--- src/sdio_frame_header_engine_unit_assert.svh ---
`ifndef SDIO_FRAME_HEADER_ENGINE_UNIT_ASSERT_SVH
`define SDIO_FRAME_HEADER_ENGINE_UNIT_ASSERT_SVH

// Same-cycle implication, checked outside reset.
`define SFHE_ASSERT_NOW(label, clk, rst, ante, cons, msg) \
  label: assert property (@(posedge clk) disable iff (rst) (ante) |-> (cons)) \
    else $error(msg);

// Next-cycle implication, checked outside reset.
`define SFHE_ASSERT_NEXT(label, clk, rst, ante, cons, msg) \
  label: assert property (@(posedge clk) disable iff (rst) (ante) |=> (cons)) \
    else $error(msg);

`endif

--- src/sfhe_pkg.sv ---
package sfhe_pkg;

  localparam logic [15:0] HDR_LEN       = 16'd12;
  localparam logic [3:0]  HDR_LAST      = 4'd11;
  localparam logic [15:0] MAX_FRAME_RST = 16'd2048;

  localparam logic CMD_RX = 1'b0;
  localparam logic CMD_TX = 1'b1;

  localparam logic [1:0] KIND_RX_DATA   = 2'd0;
  localparam logic [1:0] KIND_RX_STATUS = 2'd1;
  localparam logic [1:0] KIND_TX_HDR    = 2'd2;
  localparam logic [1:0] KIND_TX_STATUS = 2'd3;

  localparam logic [1:0] CH_CONTROL = 2'd0;
  localparam logic [1:0] CH_EVENT   = 2'd1;
  localparam logic [1:0] CH_DATA    = 2'd2;

  localparam logic [3:0] ST_OK          = 4'd0;
  localparam logic [3:0] ST_NO_DATA     = 4'd1;
  localparam logic [3:0] ST_BAD_HEADER  = 4'd2;
  localparam logic [3:0] ST_BAD_OFFSET  = 4'd3;
  localparam logic [3:0] ST_TOO_LARGE   = 4'd4;
  localparam logic [3:0] ST_EMPTY_EVENT = 4'd5;
  localparam logic [3:0] ST_BAD_CHANNEL = 4'd6;
  localparam logic [3:0] ST_NO_CREDIT   = 4'd7;
  localparam logic [3:0] ST_FLOW_UPDATE = 4'd8;

  typedef struct packed {
    logic        cmd;
    logic [7:0]  rx_byte;
    logic [15:0] tx_length;
    logic [7:0]  tx_offset;
    logic        tx_control;
  } req_t;

  typedef struct packed {
    logic [1:0] kind;
    logic [7:0] data;
    logic [1:0] channel;
    logic       last;
    logic [3:0] status;
    logic [7:0] seq;
  } rsp_t;

  // Header byte at a given position of an outgoing frame.
  function automatic logic [7:0] hdr_byte(input logic [3:0] idx, input logic [15:0] len,
                                          input logic [7:0] seq, input logic [1:0] chan,
                                          input logic [7:0] off);
    logic [15:0] inv;
    logic [7:0]  b;
    inv = ~len;
    case (idx)
      4'd0:    b = len[7:0];
      4'd1:    b = len[15:8];
      4'd2:    b = inv[7:0];
      4'd3:    b = inv[15:8];
      4'd4:    b = seq;
      4'd5:    b = {6'd0, chan};
      4'd7:    b = off;
      default: b = 8'd0;
    endcase
    return b;
  endfunction

endpackage

--- src/sfhe_req_if.sv ---
interface sfhe_req_if;
  logic        valid;
  logic        ready;
  logic        cmd;
  logic [7:0]  rx_byte;
  logic [15:0] tx_length;
  logic [7:0]  tx_offset;
  logic        tx_control;

  modport source (output valid, cmd, rx_byte, tx_length, tx_offset, tx_control,
                  input ready);
  modport sink (input valid, cmd, rx_byte, tx_length, tx_offset, tx_control,
                output ready);
endinterface

--- src/sfhe_rsp_if.sv ---
interface sfhe_rsp_if;
  logic       valid;
  logic       ready;
  logic [1:0] out_kind;
  logic [7:0] out_byte;
  logic [1:0] out_channel;
  logic       out_last;
  logic [3:0] out_status;
  logic [7:0] out_seq;

  modport source (output valid, out_kind, out_byte, out_channel, out_last, out_status,
                  out_seq, input ready);
  modport sink (input valid, out_kind, out_byte, out_channel, out_last, out_status,
                out_seq, output ready);
endinterface

--- src/sfhe_cfg_if.sv ---
interface sfhe_cfg_if;
  logic        valid;
  logic        ready;
  logic [15:0] max_frame_len;

  modport source (output valid, max_frame_len, input ready);
  modport sink (input valid, max_frame_len, output ready);
endinterface

--- src/sfhe_rx_parser.sv ---
`include "sdio_frame_header_engine_unit_assert.svh"

module sfhe_rx_parser import sfhe_pkg::*; (
  input  logic        clk,
  input  logic        rst,
  input  logic        fire,
  input  logic [7:0]  rx_byte,
  input  logic [15:0] max_frame_len,
  output logic [7:0]  credit_limit,
  output logic        emit,
  output rsp_t        res
);

  logic [15:0] pos, pos_next;
  logic [15:0] size, size_next;
  logic [7:0]  check_lo, check_lo_next;
  logic [3:0]  chan, chan_next;
  logic [7:0]  offset, offset_next;
  logic [3:0]  pend, pend_next;
  logic [7:0]  credit, credit_next;
  logic [1:0]  chan_out;
  logic        offset_ok;
  logic        last;

  assign chan_out     = (chan <= 4'd2) ? chan[1:0] : CH_CONTROL;
  assign offset_ok    = ({8'd0, offset} >= HDR_LEN) && ({8'd0, offset} <= size);
  assign last         = (pos == size - 16'd1);
  assign credit_limit = credit;

  always_comb begin
    pos_next      = pos;
    size_next     = size;
    check_lo_next = check_lo;
    chan_next     = chan;
    offset_next   = offset;
    pend_next     = pend;
    credit_next   = credit;
    emit          = 1'b0;
    res           = '0;
    if (pos >= HDR_LEN) begin
      if (pend == ST_OK && pos >= {8'd0, offset}) begin
        emit        = 1'b1;
        res.kind    = KIND_RX_DATA;
        res.data    = rx_byte;
        res.channel = chan_out;
        res.last    = last;
        res.status  = ST_OK;
      end else if (last) begin
        emit        = 1'b1;
        res.kind    = KIND_RX_STATUS;
        res.channel = chan_out;
        res.last    = 1'b1;
        res.status  = pend;
      end
      pos_next = last ? 16'd0 : pos + 16'd1;
    end else begin
      pos_next = pos + 16'd1;
      case (pos[3:0])
        4'd0: size_next = {8'd0, rx_byte};
        4'd1: size_next = {rx_byte, size[7:0]};
        4'd2: check_lo_next = rx_byte;
        4'd3: begin
          if (size == 16'd0) begin
            emit       = 1'b1;
            res.kind   = KIND_RX_STATUS;
            res.last   = 1'b1;
            res.status = ST_NO_DATA;
            pos_next   = 16'd0;
          end else if ({rx_byte, check_lo} != ~size || size < HDR_LEN) begin
            emit       = 1'b1;
            res.kind   = KIND_RX_STATUS;
            res.last   = 1'b1;
            res.status = ST_BAD_HEADER;
            pos_next   = 16'd0;
          end
        end
        4'd5: chan_next = rx_byte[3:0];
        4'd7: offset_next = rx_byte;
        4'd9: begin
          // Fix the frame status and take the credit if the offset holds.
          if (size == HDR_LEN) begin
            if (offset_ok) begin
              credit_next = rx_byte;
              pend_next   = ST_FLOW_UPDATE;
            end else begin
              pend_next = ST_BAD_OFFSET;
            end
          end else if (size > max_frame_len) begin
            pend_next = ST_TOO_LARGE;
          end else if (!offset_ok) begin
            pend_next = ST_BAD_OFFSET;
          end else begin
            credit_next = rx_byte;
            if (chan > 4'd2) begin
              pend_next = ST_BAD_CHANNEL;
            end else if (chan[1:0] == CH_EVENT && {8'd0, offset} == size) begin
              pend_next = ST_EMPTY_EVENT;
            end else begin
              pend_next = ST_OK;
            end
          end
        end
        4'd11: begin
          if (size == HDR_LEN) begin
            emit        = 1'b1;
            res.kind    = KIND_RX_STATUS;
            res.channel = chan_out;
            res.last    = 1'b1;
            res.status  = pend;
            pos_next    = 16'd0;
          end
        end
        default: ;
      endcase
    end
  end

  always_ff @(posedge clk) begin
    if (rst) begin
      pos      <= '0;
      size     <= '0;
      check_lo <= '0;
      chan     <= '0;
      offset   <= '0;
      pend     <= '0;
      credit   <= '0;
    end else if (fire) begin
      pos      <= pos_next;
      size     <= size_next;
      check_lo <= check_lo_next;
      chan     <= chan_next;
      offset   <= offset_next;
      pend     <= pend_next;
      credit   <= credit_next;
    end
  end

  `SFHE_ASSERT_NOW(a_rx_payload_in_frame, clk, rst, pos >= HDR_LEN, size > HDR_LEN && pos < size, "rx position past frame end")

endmodule

--- src/sfhe_tx_framer.sv ---
`include "sdio_frame_header_engine_unit_assert.svh"

module sfhe_tx_framer import sfhe_pkg::*; (
  input  logic        clk,
  input  logic        rst,
  input  logic        fire,
  input  logic [15:0] tx_length,
  input  logic [7:0]  tx_offset,
  input  logic        tx_control,
  input  logic [7:0]  credit_limit,
  output logic        done,
  output logic        busy,
  output rsp_t        res
);

  logic [7:0] seq;
  logic [3:0] idx;
  logic [1:0] chan;
  logic       no_credit;
  logic       wrap;

  assign chan      = tx_control ? CH_CONTROL : CH_DATA;
  assign no_credit = (seq == credit_limit);
  assign wrap      = fire && !no_credit && idx == HDR_LAST;
  assign busy      = (idx != 4'd0);

  always_comb begin
    res.channel = chan;
    res.seq     = seq;
    if (no_credit) begin
      res.kind   = KIND_TX_STATUS;
      res.data   = 8'd0;
      res.last   = 1'b1;
      res.status = ST_NO_CREDIT;
      done       = 1'b1;
    end else begin
      res.kind   = KIND_TX_HDR;
      res.data   = hdr_byte(idx, tx_length, seq, chan, tx_offset);
      res.last   = (idx == HDR_LAST);
      res.status = ST_OK;
      done       = (idx == HDR_LAST);
    end
  end

  // One header byte per fired cycle with credit; bump seq after the last.
  always_ff @(posedge clk) begin
    if (rst) begin
      seq <= '0;
      idx <= '0;
    end else if (fire && !no_credit) begin
      if (idx == HDR_LAST) begin
        idx <= '0;
        seq <= seq + 8'd1;
      end else begin
        idx <= idx + 4'd1;
      end
    end
  end

  `SFHE_ASSERT_NOW(a_tx_idx_range, clk, rst, 1'b1, idx <= HDR_LAST, "tx header index out of range")
  `SFHE_ASSERT_NOW(a_tx_seq_step, clk, rst, !$past(rst) && seq != $past(seq), $past(wrap) && seq == $past(seq) + 8'd1, "tx sequence moved without a finished header")

endmodule

--- src/sdio_frame_header_engine_unit.sv ---
// Frame header engine for an SDIO packet link.
// req (sink): one item per handshake; cmd 0 carries a received stream byte,
//   cmd 1 asks for the 12-byte header of an outgoing frame.
// rsp (source): result items; received payload bytes tagged with their
//   channel, status-only frame-end items, header bytes or no_credit items.
// cfg (sink): writes max_frame_len; always ready, write only while idle.
// Path: an accepted item goes through the input register, then the result
//   register.
// Throughput: one received byte per cycle while rsp does not stall. A
//   transmit request holds the input register while the header counter
//   walks the bytes in; a no_credit request gives a single status item.
// Reset clears the parser position, frame state, credit, sequence and the
//   valid bits; max_frame_len returns to 2048.
// When rsp stalls, the result register holds its item and the input
//   register one more; req.ready drops when both are full or mid-header.
`include "sdio_frame_header_engine_unit_assert.svh"

module sdio_frame_header_engine_unit import sfhe_pkg::*; (
  input  logic       clk,
  input  logic       rst,
  sfhe_cfg_if.sink   cfg,
  sfhe_req_if.sink   req,
  sfhe_rsp_if.source rsp
);

  logic        v1;
  req_t        s1;
  logic        ov;
  rsp_t        orsp;
  logic [15:0] max_frame_len;
  logic        out_free;
  logic        fire;
  logic        rx_fire;
  logic        tx_fire;
  logic        item_done;
  logic        emit;
  rsp_t        sel;
  logic [7:0]  credit_limit;
  logic        rx_emit;
  rsp_t        rx_res;
  logic        tx_done;
  logic        tx_busy;
  rsp_t        tx_res;

  assign out_free  = !ov || rsp.ready;
  assign fire      = v1 && out_free;
  assign rx_fire   = fire && s1.cmd == CMD_RX;
  assign tx_fire   = fire && s1.cmd == CMD_TX;
  assign item_done = (s1.cmd == CMD_RX) ? 1'b1 : tx_done;
  assign emit      = (s1.cmd == CMD_RX) ? rx_emit : 1'b1;
  assign sel       = (s1.cmd == CMD_RX) ? rx_res : tx_res;
  assign req.ready = !v1 || (fire && item_done);
  assign cfg.ready = 1'b1;

  sfhe_rx_parser u_rx (
    .clk          (clk),
    .rst          (rst),
    .fire         (rx_fire),
    .rx_byte      (s1.rx_byte),
    .max_frame_len(max_frame_len),
    .credit_limit (credit_limit),
    .emit         (rx_emit),
    .res          (rx_res)
  );

  sfhe_tx_framer u_tx (
    .clk         (clk),
    .rst         (rst),
    .fire        (tx_fire),
    .tx_length   (s1.tx_length),
    .tx_offset   (s1.tx_offset),
    .tx_control  (s1.tx_control),
    .credit_limit(credit_limit),
    .done        (tx_done),
    .busy        (tx_busy),
    .res         (tx_res)
  );

  always_ff @(posedge clk) begin
    if (rst) begin
      max_frame_len <= MAX_FRAME_RST;
    end else if (cfg.valid && cfg.ready) begin
      max_frame_len <= cfg.max_frame_len;
    end
  end

  always_ff @(posedge clk) begin
    if (rst) begin
      v1 <= 1'b0;
    end else if (req.ready) begin
      v1 <= req.valid;
    end
  end

  always_ff @(posedge clk) begin
    if (req.ready && req.valid) begin
      s1 <= '{cmd: req.cmd, rx_byte: req.rx_byte, tx_length: req.tx_length,
              tx_offset: req.tx_offset, tx_control: req.tx_control};
    end
  end

  always_ff @(posedge clk) begin
    if (rst) begin
      ov <= 1'b0;
    end else if (out_free) begin
      ov <= fire && emit;
    end
  end

  always_ff @(posedge clk) begin
    if (fire && emit) begin
      orsp <= sel;
    end
  end

  assign rsp.valid       = ov;
  assign rsp.out_kind    = orsp.kind;
  assign rsp.out_byte    = orsp.data;
  assign rsp.out_channel = orsp.channel;
  assign rsp.out_last    = orsp.last;
  assign rsp.out_status  = orsp.status;
  assign rsp.out_seq     = orsp.seq;

  `SFHE_ASSERT_NOW(a_tx_busy_holds_item, clk, rst, tx_busy, v1 && s1.cmd == CMD_TX, "header in progress without a transmit item")

endmodule
--- src/flat_wrapper.sv ---
// flat-port wrapper written by rule: the top's interface ports become plain ports
module sdio_frame_header_engine_unit_flat import sfhe_pkg::*;
  (clk, rst, cfg_valid, cfg_max_frame_len, cfg_ready, req_valid, req_cmd, req_rx_byte, req_tx_length, req_tx_offset, req_tx_control, req_ready, rsp_valid, rsp_out_kind, rsp_out_byte, rsp_out_channel, rsp_out_last, rsp_out_status, rsp_out_seq, rsp_ready);
  sfhe_cfg_if cfg_i ();
  sfhe_req_if req_i ();
  sfhe_rsp_if rsp_i ();
  input  logic clk;
  input  logic rst;
  input wire logic [$bits(cfg_i.valid)-1:0] cfg_valid;
  input wire logic [$bits(cfg_i.max_frame_len)-1:0] cfg_max_frame_len;
  output wire logic [$bits(cfg_i.ready)-1:0] cfg_ready;
  input wire logic [$bits(req_i.valid)-1:0] req_valid;
  input wire logic [$bits(req_i.cmd)-1:0] req_cmd;
  input wire logic [$bits(req_i.rx_byte)-1:0] req_rx_byte;
  input wire logic [$bits(req_i.tx_length)-1:0] req_tx_length;
  input wire logic [$bits(req_i.tx_offset)-1:0] req_tx_offset;
  input wire logic [$bits(req_i.tx_control)-1:0] req_tx_control;
  output wire logic [$bits(req_i.ready)-1:0] req_ready;
  output wire logic [$bits(rsp_i.valid)-1:0] rsp_valid;
  output wire logic [$bits(rsp_i.out_kind)-1:0] rsp_out_kind;
  output wire logic [$bits(rsp_i.out_byte)-1:0] rsp_out_byte;
  output wire logic [$bits(rsp_i.out_channel)-1:0] rsp_out_channel;
  output wire logic [$bits(rsp_i.out_last)-1:0] rsp_out_last;
  output wire logic [$bits(rsp_i.out_status)-1:0] rsp_out_status;
  output wire logic [$bits(rsp_i.out_seq)-1:0] rsp_out_seq;
  input wire logic [$bits(rsp_i.ready)-1:0] rsp_ready;
  assign cfg_i.valid = cfg_valid;
  assign cfg_i.max_frame_len = cfg_max_frame_len;
  assign cfg_ready = cfg_i.ready;
  assign req_i.valid = req_valid;
  assign req_i.cmd = req_cmd;
  assign req_i.rx_byte = req_rx_byte;
  assign req_i.tx_length = req_tx_length;
  assign req_i.tx_offset = req_tx_offset;
  assign req_i.tx_control = req_tx_control;
  assign req_ready = req_i.ready;
  assign rsp_valid = rsp_i.valid;
  assign rsp_out_kind = rsp_i.out_kind;
  assign rsp_out_byte = rsp_i.out_byte;
  assign rsp_out_channel = rsp_i.out_channel;
  assign rsp_out_last = rsp_i.out_last;
  assign rsp_out_status = rsp_i.out_status;
  assign rsp_out_seq = rsp_i.out_seq;
  assign rsp_i.ready = rsp_ready;
  sdio_frame_header_engine_unit u_core (.clk(clk), .rst(rst), .cfg(cfg_i), .req(req_i), .rsp(rsp_i));
endmodule
--- config.mk ---
export PLATFORM = sky130hd
export DESIGN_NAME = sdio_frame_header_engine_unit_flat
export DESIGN_NICKNAME = d
export VERILOG_FILES = /design/src/sfhe_pkg.sv /design/src/sfhe_req_if.sv /design/src/sfhe_rsp_if.sv /design/src/sfhe_cfg_if.sv /design/src/sfhe_rx_parser.sv /design/src/sfhe_tx_framer.sv /design/src/sdio_frame_header_engine_unit.sv /design/src/flat_wrapper.sv
export VERILOG_INCLUDE_DIRS = /design/src /design/src/src
export SDC_FILE = /design/constraint.sdc
export NUM_CORES = 1
export LEC_CHECK = 0
export BUFFER_PORTS_ARGS = -buffer_cell sky130_fd_sc_hd__buf_2
export CORE_MARGIN = 1.5
export CORE_UTILIZATION = 60
export DETAILED_ROUTE_END_ITERATION = 12
export PLACE_DENSITY = 0.81
export SLEW_MARGIN = 5
export SYNTH_ARGS = -nofsm -noshare
export SYNTH_HDL_FRONTEND = slang
export SYNTH_SLANG_ARGS = --single-unit
--- constraint.sdc ---
create_clock -name clk -period 5 [get_ports clk]
set_input_delay 0.25 -clock clk [delete_from_list [all_inputs] [get_ports clk]]
set_output_delay 0.25 -clock clk [all_outputs]
set_load 0.02 [all_outputs]
Word-level counts from Yosys, hierarchy flattened
Index checks and enable logic that the tools add are counted.
{"block": "totals", "regBits": 153, "out_inout_bits": 28, "wordCells": 141}
{"block": "classes", "add_sub_neg": 4, "n_eq_ne": 21, "n_mux": 50, "n_lt_le_gt_ge": 8, "reduce_logical": 29, "n_bitwise": 5}
{"operator": "$mux 16", "count": 5}
{"operator": "$pmux 16 s2", "count": 2}
{"operator": "$pmux 8 s7", "count": 1}
{"operator": "$mux 8", "count": 5}
{"operator": "$not 16->16", "count": 2}
{"operator": "$mux 7", "count": 4}
{"operator": "$mux 25", "count": 1}
{"operator": "$eq 4x3->1 const B", "count": 5}
{"operator": "$add 16x1->16 const B", "count": 1}
{"operator": "$eq 16x16->1", "count": 1}
{"operator": "$eq 16x4->1 const B", "count": 1}
{"operator": "$eq 4x2->1 const B", "count": 4}
{"operator": "$eq 8x16->1", "count": 1}
{"operator": "$ge 16x4->1 const B", "count": 1}
{"operator": "$ge 16x8->1", "count": 1}
{"operator": "$gt 16x16->1", "count": 1}
{"operator": "$le 8x16->1", "count": 1}
{"operator": "$logic_not 16->1", "count": 1}
{"operator": "$lt 16x4->1 const B", "count": 1}
{"operator": "$ne 16x16->1", "count": 1}
{"operator": "$sub 16x1->16 const B", "count": 1}
{"operator": "$mux 5", "count": 3}
{"operator": "$reduce_and 3->1", "count": 5}
{"operator": "$mux 1", "count": 14}
{"operator": "other kinds (24)", "count": 54}

Logic depth before layout (Yosys ltp)
Gate-level depths: netlist (run 1).
{"block": "logic_depth", "word_depth": 9, "ltp_mapped": 13, "depth_no_buf": 10}

By module
A second synthesis (run 1) with hierarchy kept.
{"block": "hier_totals", "cells_unflattened": 897, "area_unflattened_um2": 8866.0}
{"mod": "sfhe_rx_parser", "seq_area_each_um2": 1281.2, "n_inst": 1, "area_each_um2": 4793.3, "cells_per_inst": 595}
{"mod": "sdio_frame_header_engine_unit", "seq_area_each_um2": 2132.0, "n_inst": 1, "area_each_um2": 2855.2, "cells_per_inst": 156}
{"mod": "sfhe_tx_framer", "seq_area_each_um2": 240.2, "n_inst": 1, "area_each_um2": 1217.4, "cells_per_inst": 146}

Least setup slack after synthesis (run 1)
OpenSTA, ideal clock, no wires.
{"block": "synth_path", "path_type": "reg-to-reg", "start": "register u_core.u_rx.size[0]", "end": "register u_core.orsp, in the netlist u_core.rsp.out_byte[0] (enable)", "stages_incl_launch_ff": 9, "path_buffers": 1, "slack_ns": 1.090, "t_arrival_ns": 3.495, "cell_sequence": "dfxtp_1 -> buf_6 -> or4_4 -> or3_1 -> a2111oi_2 -> nand4_1 -> and4b_1 -> nor3_1 -> a21oi_1"}
{"block": "synth_between", "elab_chain_cells": 9, "word_cells_on_any_way": 17}
{"item": "start, declared", "line": "sfhe_rx_parser.sv:15", "source": "logic [15:0] size, size_next;"}
{"item": "start signal, assigned", "line": "sfhe_rx_parser.sv:129", "source": "size <= size_next;"}
{"item": "branches (longest 6 deep; another with $sub 16x1->16)"}
{"item": "$mux 1 (*)", "line": "sfhe_rx_parser.sv:40", "source": "if (pos >= HDR_LEN) begin"}
{"item": "$mux 1 (*)", "line": "sdio_frame_header_engine_unit.sv:50", "source": "assign emit = (s1.cmd == CMD_RX) ? rx_emit : 1'b1;"}
{"item": "$logic_and 1x1->1 (*)", "line": "sdio_frame_header_engine_unit.sv:111", "source": "if (fire && emit) begin"}
{"item": "end signal, assigned", "line": "sdio_frame_header_engine_unit.sv:112", "source": "orsp <= sel;"}
{"item": "end, declared", "line": "sdio_frame_header_engine_unit.sv:29", "source": "rsp_t orsp;"}
Every way passes the cells marked *.
A chain may end at the register's enable or synchronous reset.

Worst setup path after layout (run 1)
{"block": "layout_path", "start": "register u_core.u_rx.size[0]", "end": "register u_core.orsp, in the netlist u_core.rsp.out_seq[7] (enable)"}
Same word-level chain as after synthesis.

==> impl_metrics.ini, run 1 <==
[cells_and_area]
final_layout_size_suffix_gt1_share_pct = 13.1
diodes = 0
area.growth.synth_to_final_pct = 16.4
fin_nets = 1077
post-route-cell-area_um2 = 9640
nFillCells = 960

[logic_synthesis]
ys_warn_count = 0
synthFlopType = dfxtp_1
syn_nets = 994
synth_area_um2 = 8280
synth_edf_count = 59
avgSynthCellArea_um2 = 9.24
ys_seq_elements = 153
postSynthCellCount = 896
async_reset_ff_share_pct = 0
ys_types = 71
synth.yosys.seq_area_share_pct = 44.1

[power]
worst_ir_drop_vdd_mv = 0.274
p_leak_nw = 3.89
power.density_nw_per_um2 = 297
finalPower_mw = 2.86

[route]
vias_per_cell = 6.06
via_count = 7079
drt-total-wl_um = 21600
routedWlPerCell_um = 18.5
post-route-drc-count = 0
postRouteAntennaNets = 0
drt-initial-drc-count = 708
dr.pass1.iters = 6

[run]
drv_cap = 0

[sta]
rsz0062_at_grt = no
setup_tns_ps = 0
fin_skew_ps = 12.0
final_hold_viol_count = 0
slew_headroom_pct = 16.8
setup_violations = 0
period_needed_ps = 3600
finalCritPeriodShare_pct = 72.1
timing.fmax_ghz = 0.277
tightest_slew_ps = 1230
drv_slew = 0

[die]
die_height_um = 120
die_w_um = 120
core-area_um2 = 13300
start_util_pct = 62.1
die_area_um2 = 14500
num_rows = 42
pin_count = 83

[place]
gp_congestion = 0.949
dp_hpwl_um = 14600
portBuffers = 81
dpl_cell_area_um2 = 8720

[critical_path]
cp_top_family = simple AND/OR/NAND/NOR gates
cp_data_arrival_time_ps = 3710
path_class = flip-flop to flip-flop
crit_slowest_cell = nor3b_1
max_stage_delay_ps = 620
path_buf_inv = 2
start_kind = flip-flop
worst_ep_required_time_ps = 5100
cp_max_fo = 22
end_kind = flip-flop
crit_path_cell_trace = inv_1, ha_1, nor3b_1, and3_1, a31oi_1, a211oi_1, and4b_1, nor3_1, a21oi_2, buf_4

[cts]
clk_pin_slew_ps = 60
clkLatencyLatePin_ps = 430
cts.sinks = 153
htreeDepth = 4
cts_tree = done
cts_made_buffers = 17
post_cts_buffers = 0
cts-root-buf = clkbuf_16
clockBufferDepth = 2

[grt]
grt_pass1_vias = 6791
grt_pass1_wl_um = 33900
antenna_found_initial = 0
grt_overflow = 0
grt_use_total_pct = 30.2
grt_max_degree = 46

[min_path]
hold_path_class = input port to flip-flop

[run_status]
outcome = completed
power breakdown:
part | switching (mW) | internal, mW
Clock | 0.512 | 0.759
Combinational | 0.124 | 0.104
Sequential | 0.0355 | 1.33
layout by cell type, fill, tap and decap left out, drive strengths merged, types with 10 or more instances in the layout:
cell / netlist / final
dfxtp: 94 / 94
nor4: 14 / 14
and3: 17 / 17
and2: 12 / 12
buf: 9 / 88
a21oi: 50 / 50
nor2: 72 / 72
a21o: 10 / 10
nand3: 48 / 48
nor2b: 10 / 10
dlygate4sd3: 0 / 34
xnor2: 38 / 38
o21ai: 28 / 28
inv: 45 / 48
edfxtp: 59 / 59
ha: 43 / 43
nand2: 83 / 83
a31oi: 17 / 17
nand4: 12 / 12
clkbuf: 49 / 24
mux2i: 38 / 38
nor3: 21 / 21
xor2: 18 / 18
per-layer routing:
metal	global-route usage [%]	part of all wire (%)	wire length [µm]
met1	40.4	44	9390
met4	13.0	2.8	606
met2	47.4	46	9990
met3	6.60	7.3	1590
met5	0	0	0
layout make-up:
type	count	area [µm²]	share of cell area (%)
inverters	45	169	1.75
multi-input cells	640	4220	43.7
clock inverters	8	83.8	0.869
flip-flops and latches	153	3650	37.9
repair buffers	122	798	8.28
clock buffers	24	503	5.22
well taps	176	220	2.28
worst paths after layout:
kind / start / to / slack (ps) / cells past startpoint
hold / removal: cfg_max_frame_len[11] / u_core.max_frame_len[11] / 40 / 3
setup / recovery: u_core.u_rx.size[0] / u_core.rsp.out_seq[7] / 1400 / 10
hold reg to reg: u_core.u_rx.chan[2] / u_core.u_rx.chan[2] / 460 / 2
setup reg to reg: u_core.u_rx.size[0] / u_core.rsp.out_seq[7] / 1400 / 10
repair_timing:
item	CTS	global route
resized for setup	0	0
endpoints found under the hold margin	33	1
hold buffers	33	1
tightest hold or removal path: cells and delay by family:
family	cells	cell delay, ps
AO/OA/AOI/OAI	1	60
buffers and inverters	1	70
AND/OR/NAND/NOR	1	40
through the flow:
step / hold slack [ps] / worst slack [ps] / utilization (%) / std cells
final: 36.9 / 1400 / 72.2 / 1168
after global routing: 35.4 / 1140 / 72.2 / 1168
after CTS: 0.489 / 1500 / 72.2 / 1167
after detailed placement: 428 / 1520 / 65.3 / 1102
after global placement: 427 / 1590 / 65.3 / 1102
after floorplan: 349 / 1090 / - / 896
cell families after synthesis:
kind of cell,Yosys count,synth area share [%]
AO/OA/AOI/OAI,174,14.0
multiplexers,38,4.59
buffers and inverters,103,5.05
AND/OR/NAND/NOR,328,19.8
other,1,0.0453
flip-flops,153,44.1
XOR/XNOR,56,5.92
adder cells (fa/ha/maj),43,6.50
flip-flops by register name, summed over array words and instances (netlist names), 16 cells and up:
name	count
u_core.s1	34
u_core.max_frame_len	16
u_core.u_rx.size	16
u_core.u_rx.pos	16
cells in the mapped netlist, drive strengths merged, types with 12 or more instances:
cell type | number | area [µm²]
xnor2 | 38 | 333
mux2i | 38 | 380
a31oi | 17 | 106
clkbuf | 49 | 184
dfxtp | 94 | 1880
nor3 | 21 | 105
ha | 43 | 538
and3 | 17 | 108
o21ai | 28 | 140
inv | 45 | 169
nand4 | 12 | 75.1
edfxtp | 59 | 1770
a21oi | 50 | 250
nand3 | 48 | 240
nor4 | 14 | 87.6
nand2 | 83 | 312
and2 | 12 | 75.1
nor2 | 72 | 273
xor2 | 18 | 158
Note: power is estimated with default switching activity, not from simulation.
==> run 2: changes to the inputs <==
Settings changed: CORE_UTILIZATION 60 to 54, PLACE_DENSITY 0.81 to 0.77.
Clock period 5 ns to 3.1 ns, I/O delays scaled along.
==> run 2 against run 1 <==
Compared with the run above:
- clock-buffer cell count down 3
- first-iteration DRC count is 7.9% lower
- sequential power increased by 60%
- utilization is 4.8 points lower
- total power grew 63%
- register-to-register slack got worse by 1300 ps
- critical endpoint is now u_core.rsp.out_status[2]
- highest routed layer unchanged
==> impl_metrics.ini, run 2 (synthesized netlist as in run 1, its figures left out) <==
[cells_and_area]
final_layout_size_suffix_gt1_share_pct = 16.9
regArea_um2 = 3650
final_cells = 1237
multiInputGateArea_um2 = 4240
post-route-cell-area_um2 = 10200
fin_nets = 1134
final_cell_mix = dfxtp_1 (93), nand2_1 (83), buf_2 (81)
nFillCells = 1152
diodes = 0
area.growth.synth_to_final_pct = 22.9
regMostFlops = u_core.s1
largest_reg_flops = 34
final_common_cell = dfxtp_1

[run]
drv_cap = 0

[power]
p_leak_nw = 4.17
power.density_nw_per_um2 = 458
worst_ir_drop_vdd_mv = 0.420
finalPower_mw = 4.67

[sta]
setup_slack_ps = 134
period_needed_ps = 2970
tightest_slew_ps = 1140
final_hold_viol_count = 0
slew_headroom_pct = 23.2
rsz0062_at_grt = no
timing.fmax_ghz = 0.337
setup_tns_ps = 0
fin_skew_ps = 11.4
drv_slew = 0
setup_violations = 0
finalCritPeriodShare_pct = 95.7

[cts]
post_cts_buffers = 0
clockBufferDepth = 2
cts_tree = done
clk_pin_slew_ps = 60
htreeDepth = 4
clkLatencyLatePin_ps = 440
cts-root-buf = clkbuf_16
cts.sinks = 153
cts_made_buffers = 17

[critical_path]
ff2ff_path_depth = 8
path_common_cell = or3_1
crit_slowest_cell = or4_1
path_class = flip-flop to flip-flop
max_stage_delay_ps = 610
crit_end = u_core.rsp.out_status[2]
r2r_end = u_core.rsp.out_status[2]
cp-startpoint = u_core.u_rx.size[10]
cp_top_family = simple AND/OR/NAND/NOR gates
r2r-start = u_core.u_rx.size[10]
path_buf_inv = 0
crit_path_cell_trace = or4_1, or3_1, or3_1, a32oi_1, nand4b_1, o21bai_1, a21boi_0, o21a_1
cp_max_fo = 7
regToRegSetupSlack_ps = 130
cp_data_arrival_time_ps = 3270
start_kind = flip-flop
end_kind = flip-flop
worstSetupPathDepth = 8
worst_ep_required_time_ps = 3410

[place]
dp.cells = 1155
dp_hpwl_um = 14900
detailedPlace.worstSlack_ps = 90.1
portBuffers = 81
gp_congestion = 0.910
dpl_cell_area_um2 = 9080

[route]
postRouteAntennaNets = 0
drt-initial-drc-count = 652
drt-total-wl_um = 22700
vias_per_cell = 5.93
routedWlPerCell_um = 18.4
via_count = 7338
dr.pass1.iters = 5
post-route-drc-count = 0

[run_status]
outcome = completed

[die]
die_w_um = 127
die_area_um2 = 16100
pin_count = 83
core-area_um2 = 15100
start_util_pct = 54.9
num_rows = 45
die_height_um = 127

[grt]
grt_pass1_wl_um = 36100
grt_overflow = 0
antenna_found_initial = 0
grt_pass1_vias = 6992
grt_use_total_pct = 28.8
grt_max_degree = 50

[min_path]
min_path_cells = 3
hold_path_class = input port to flip-flop
min_from = cfg_max_frame_len[3]
run 2: metal layers:
metal	wire (µm)	GRT usage, %	up-vias
met1	9360	37.2	3440
met2	10900	47.6	345
met3	1860	6.71	61
met5	0	0	-
li1	-	-	3492
met4	660	10.2	0
run 2: how the worst min path moves through the flow:
stage                                    endpoint  slack [ps]
after floorplan                      u_core.s1[0]         250
after global placement               u_core.s1[4]         330
after detailed placement            u_core.s1[12]         330
after CTS                 u_core.max_frame_len[3]           9
after global routing      u_core.max_frame_len[3]          40
final                     u_core.max_frame_len[3]          30
run 2: stage by stage:
| stage | utilization (%) | hold slack, ps |
|---|---|---|
| detailed placement | 60.1 | 333 |
| CTS | 67.4 | 9.36 |
| floorplan | - | 254 |
| global route | 67.5 | 38.5 |
| finish | 67.5 | 28.3 |
| global placement | 60.1 | 332 |
run 2: power by group:
group	total, mW	switching [mW]	internal, mW
combinational	0.439	0.236	0.203
sequential	2.17	0.0324	2.14
clock	2.06	0.846	1.21
total	4.67	1.11	3.55
run 2: cell type report:
type | instances | share of cell area, %
Timing Repair Buffer | 179 | 12.7
Inverter | 45 | 1.66
Clock inverter | 11 | 1.09
Tap cell | 188 | 2.31
Clock buffer | 21 | 4.74
Sequential cell | 153 | 35.9
Multi-Input combinational cell | 640 | 41.6
run 2: worst min-delay path: cells and delay by family:
kind / cells / cell delay [ps]
AND/OR/NAND/NOR: 1 / 100
buffers and inverters: 1 / 90
multiplexers: 1 / 80
run 2: what timing repair did:
item | in CTS | in global routing
endpoints found under the setup margin | 0 | 40
endpoints found under the hold margin | 50 | 0
hold buffers | 50 | 0
gates resized for setup | 0 | 4
